**config.mk**
```make
export PLATFORM = sky130hd
export DESIGN_NAME = lrwm_cell
export DESIGN_NICKNAME = d
export VERILOG_FILES = /design/src/design/lrwm_pkg.sv /design/src/design/lrwm_cell.sv
export SDC_FILE = /design/constraint.sdc
export NUM_CORES = 1
export LEC_CHECK = 0
export ABC_AREA = 1
export BUFFER_PORTS_ARGS = -buffer_cell sky130_fd_sc_hd__buf_4
export CORE_MARGIN = 4
export CORE_UTILIZATION = 58
export DETAILED_ROUTE_END_ITERATION = 8
export MAX_ROUTING_LAYER = met4
export PLACE_DENSITY = 0.81
export SYNTH_ARGS = -nofsm -noshare
export SYNTH_HDL_FRONTEND = slang
export SYNTH_SLANG_ARGS = --single-unit
```
**constraint.sdc**
```tcl
create_clock -name clk -period 5.6 [get_ports clk]
set_clock_uncertainty 0.05 [all_clocks]
set_input_delay 1.12 -clock clk [delete_from_list [all_inputs] [get_ports clk]]
set_output_delay 1.12 -clock clk [all_outputs]
set_load 0.005 [all_outputs]
```
**src/design/lrwm_pkg.sv**
```systemverilog
// Shared types and codes for the low-rank weight merge block.
package lrwm_pkg;

	localparam int VAL_W = 16;

	localparam logic [1:0] KIND_B    = 2'd0;
	localparam logic [1:0] KIND_A    = 2'd1;
	localparam logic [1:0] KIND_BASE = 2'd2;

	localparam logic [1:0] CFG_RANK  = 2'd0;
	localparam logic [1:0] CFG_SCALE = 2'd1;
	localparam logic [1:0] CFG_COLS  = 2'd2;
	localparam logic [1:0] CFG_ROWS  = 2'd3;

	typedef struct packed {
		logic [1:0]              kind;
		logic signed [VAL_W-1:0] value;
	} lrwm_in_t;

	typedef struct packed {
		logic signed [VAL_W-1:0] merged_weight;
		logic                    saturated;
		logic                    row_end;
		logic                    matrix_end;
	} lrwm_out_t;

endpackage

```
**src/design/lrwm_cell.sv**
```systemverilog
// One rank cell: holds a scaled A value and adds its product to the passing sum.
module lrwm_cell
	import lrwm_pkg::*;
#(
	parameter int ACC_W = 38
) (
	input  logic                     clk,
	input  logic                     arst_n,
	input  logic                     en,
	input  logic                     a_we,
	input  logic signed [VAL_W-1:0]  a_wdata,
	input  logic signed [VAL_W-1:0]  b_data,
	input  logic                     tok_in,
	input  logic signed [ACC_W-1:0]  sum_in,
	output logic                     tok_out,
	output logic signed [ACC_W-1:0]  sum_out
);

	logic signed [VAL_W-1:0]   a_q;
	logic signed [2*VAL_W-1:0] prod;
	logic                      tok_q;
	logic signed [ACC_W-1:0]   sum_q;

	assign prod = a_q * b_data;

	always_ff @(posedge clk) begin
		if (a_we) begin
			a_q <= a_wdata;
		end
		if (tok_in && en) begin
			sum_q <= sum_in + ACC_W'(prod);
		end
	end

	always_ff @(posedge clk or negedge arst_n) begin
		if (!arst_n) begin
			tok_q <= 1'b0;
		end else begin
			tok_q <= tok_in & en;
		end
	end

	assign tok_out = tok_q;
	assign sum_out = sum_q;

endmodule

```
==> results.toml <==
[sta]
finalHoldViolCount = 0
setup_viol = 28
slew_headroom_pct = 60.9
worst_pin_slew_ns = 0.586
tns_ns = -16.41
finalCritPeriodShare_pct = 114
fin_hold_ws_ns = 0.507
rsz0062_at_grt = "yes"
maxSlewViolCount = 0
fin_crit_ns = 6.39
fin_ws_ns = -0.794
fmax_mhz = 156

[global_route]
track_usage_pct = 31.6
grt_overflow_total = 0
grt_first_pass_wirelength_um = 68400
grt_pass1_vias = 14100
grt_max_degree = 39
antenna_found_initial = 3

[clock_network]
cts_tree = "yes"
cts_hold_buf = 0
clockBufferDepth = 2
ctsRootBufferMaster = "clkbuf_16"
clk_pin_slew_ns = 0.08
cts_max_level = 2
cts.sinks = 55
clock_latency_ns = 0.33
numCtsBuffers = 5

[drt]
post-route-drc-count = 0
wl_um = 49500
wire_per_inst_um = 21.2
firstDrtPassIters = 8
drtAntennaViolNets = 0
vias = 13400
via_per_inst = 5.73
first_iter_violations = 1272

[critical_path]
cp_cell_sequence = "buf_12 -> nand2_4 -> inv_2 -> fa_2 -> buf_6 -> buf_6 -> fa_1 -> fa_1 -> inv_2 -> fa_1 -> fa_1 -> fa_1 -> inv_2 -> ha_4 -> nand2_8 -> nor2_4 -> inv_2 -> nor3_4 -> nand3_1 -> nand3_1 -> xor2_1"
critPathRequiredTime_ns = 5.70
timing.rr.start = "a_q[15]$_DFFE_PP_"
cp_max_fo = 4
critPathLaunchType = "input pin"
worstPathArrival_ns = 6.49
crit_type = "in -> reg"
slowest_delay_ns = 0.70
end_kind = "flop"
path_common_cell = "fa_1"
slowest_stage = "fa_1"
worstRegToRegCells = 21
reg2reg_slack_ns = -0.52
r2r-end = "sum_out[24]$_DFFE_PP_"

[worst_hold_path]
hp-class = "in -> async"

[logic_synthesis]
ys_seq_elements = 55
synthArstFlopShare_pct = 1.82
ys_warn_count = 0
synth_edf_count = 54
synth-main-ff-cell = "edfxtp_1"
synth_fp_nets = 2253
ys_types = 33
avgSynthCellArea_um2 = 8.37
synthCells = 1745
synth_area_um2 = 14600
synth-seq-area-share_pct = 11.3

[job]
maxCapViolations = 0

[placed_design]
dp_cells = 2269
io_buffers = 113
gp_congestion = 0.978
hpwlAfterDp_um = 33000

[cells_and_area]
final_cell_mix = "inv_1 (476), nand2_1 (355), fa_1 (297), buf_4 (258), ha_1 (80)"
layout-drive-gt1-share_pct = 31.7
final_common_cell = "inv_1"
fill_cells = 1317
stdcell_count = 2339
syn2layout_area_growth_pct = 32.0
fin_nets = 2519
fin_util_pct = 78.6

[die]
die_x_um = 167
rows = 57
ios = 114
start_util_pct = 59.6
die_h_um = 167
dieArea_um2 = 27800
core_um2 = 24500

[outcome]
outcome = "finished with violations"
violations = "setup timing"
[kinds of logic after synthesis]
logic type / Yosys count / synth area share, %
AO/OA/AOI/OAI: 51 / 2.06
AND/OR/NAND/NOR: 591 / 16.5
XOR/XNOR: 22 / 1.32
flip-flops: 55 / 11.3
adder cells (fa/ha/maj): 433 / 53.6
buffers and inverters: 593 / 15.2
[critical path, delay by kind of cell]
family | cells | cell delay [ns]
simple gates | 6 | 0.78
fa+ha+maj | 7 | 3.73
xor+xnor | 1 | 0.22
buf+inv | 7 | 0.62
[stage by stage]
stage / cell area [um2] / setup WS, ns
final: 19300 / -0.794
after global routing: 19300 / -0.865
after CTS: 18500 / -0.364
after detailed placement: 17400 / -0.798
after global placement: 17400 / -0.745
after floorplan: 15400 / -0.511
[Yosys cell counts, types with 2 or more instances]
| library cell | instances | area [um2] |
|---|---|---|
| inv_1 | 533 | 2000 |
| nand2_1 | 439 | 1650 |
| fa_1 | 322 | 6450 |
| ha_1 | 111 | 1390 |
| nor2_1 | 69 | 259 |
| clkbuf_1 | 55 | 206 |
| edfxtp_1 | 54 | 1620 |
| nand3_1 | 40 | 200 |
| a21oi_1 | 28 | 140 |
| xor2_1 | 20 | 175 |
| nand2_2 | 14 | 87.6 |
| o21bai_1 | 8 | 60.1 |
| o21ai_0 | 6 | 30.0 |
| nor3_2 | 5 | 50.1 |
| or2_2 | 5 | 31.3 |
| a21o_1 | 4 | 30.0 |
| nand4_1 | 4 | 25.0 |
| nor2_2 | 4 | 25.0 |
| nor3_1 | 4 | 20.0 |
| inv_2 | 3 | 11.3 |
| a21oi_2 | 2 | 17.5 |
| nand3b_1 | 2 | 15.0 |
| o21ai_1 | 2 | 10.0 |
| xnor2_1 | 2 | 17.5 |
[layer usage]
metal / share of wire (%) / global-route usage [%]
met1: 31 / 34.8
met2: 50 / 56.1
met3: 9.7 / 4.67
met4: 10 / 15.5
met5: 0 / -
[worst max-delay path by stage]
stage	from	end	cells after the start
after global routing	b_data[2]	sum_out[25]$_DFFE_PP_	22
final	b_data[2]	sum_out[24]$_DFFE_PP_	21
after global placement	b_data[9]	sum_out[35]$_DFFE_PP_	20
after CTS	b_data[2]	sum_out[31]$_DFFE_PP_	21
after floorplan	b_data[11]	sum_out[36]$_DFFE_PP_	20
after detailed placement	b_data[4]	sum_out[35]$_DFFE_PP_	20
[timing repair]
item	CTS	global route
setup endpoints to repair	29	30
buffers inserted	32	27
pin swaps	90	123
resized for setup	148	168
gates cloned	2	0
endpoints found under the hold margin	0	0
[flip-flops by register name, summed over array words and instances, names as in the netlist]
| register | flops |
|---|---|
| sum_out | 38 |
| a_q | 16 |
| tok_out | 1 |
[area by class of cell]
type	count	area, um2	area share, %
Tap cell	324	405	2.10
Multi-Input combinational cell	1097	12200	63.2
Clock inverter	3	22.5	0.117
Clock buffer	5	125	0.649
Timing Repair Buffer	316	2860	14.8
Antenna cell	3	7.51	0.0389
Inverter	536	2030	10.5
Sequential cell	55	1650	8.54
Power is not shown: default switching activity piles up to over one toggle a cycle in this logic, so the estimate is an artifact.
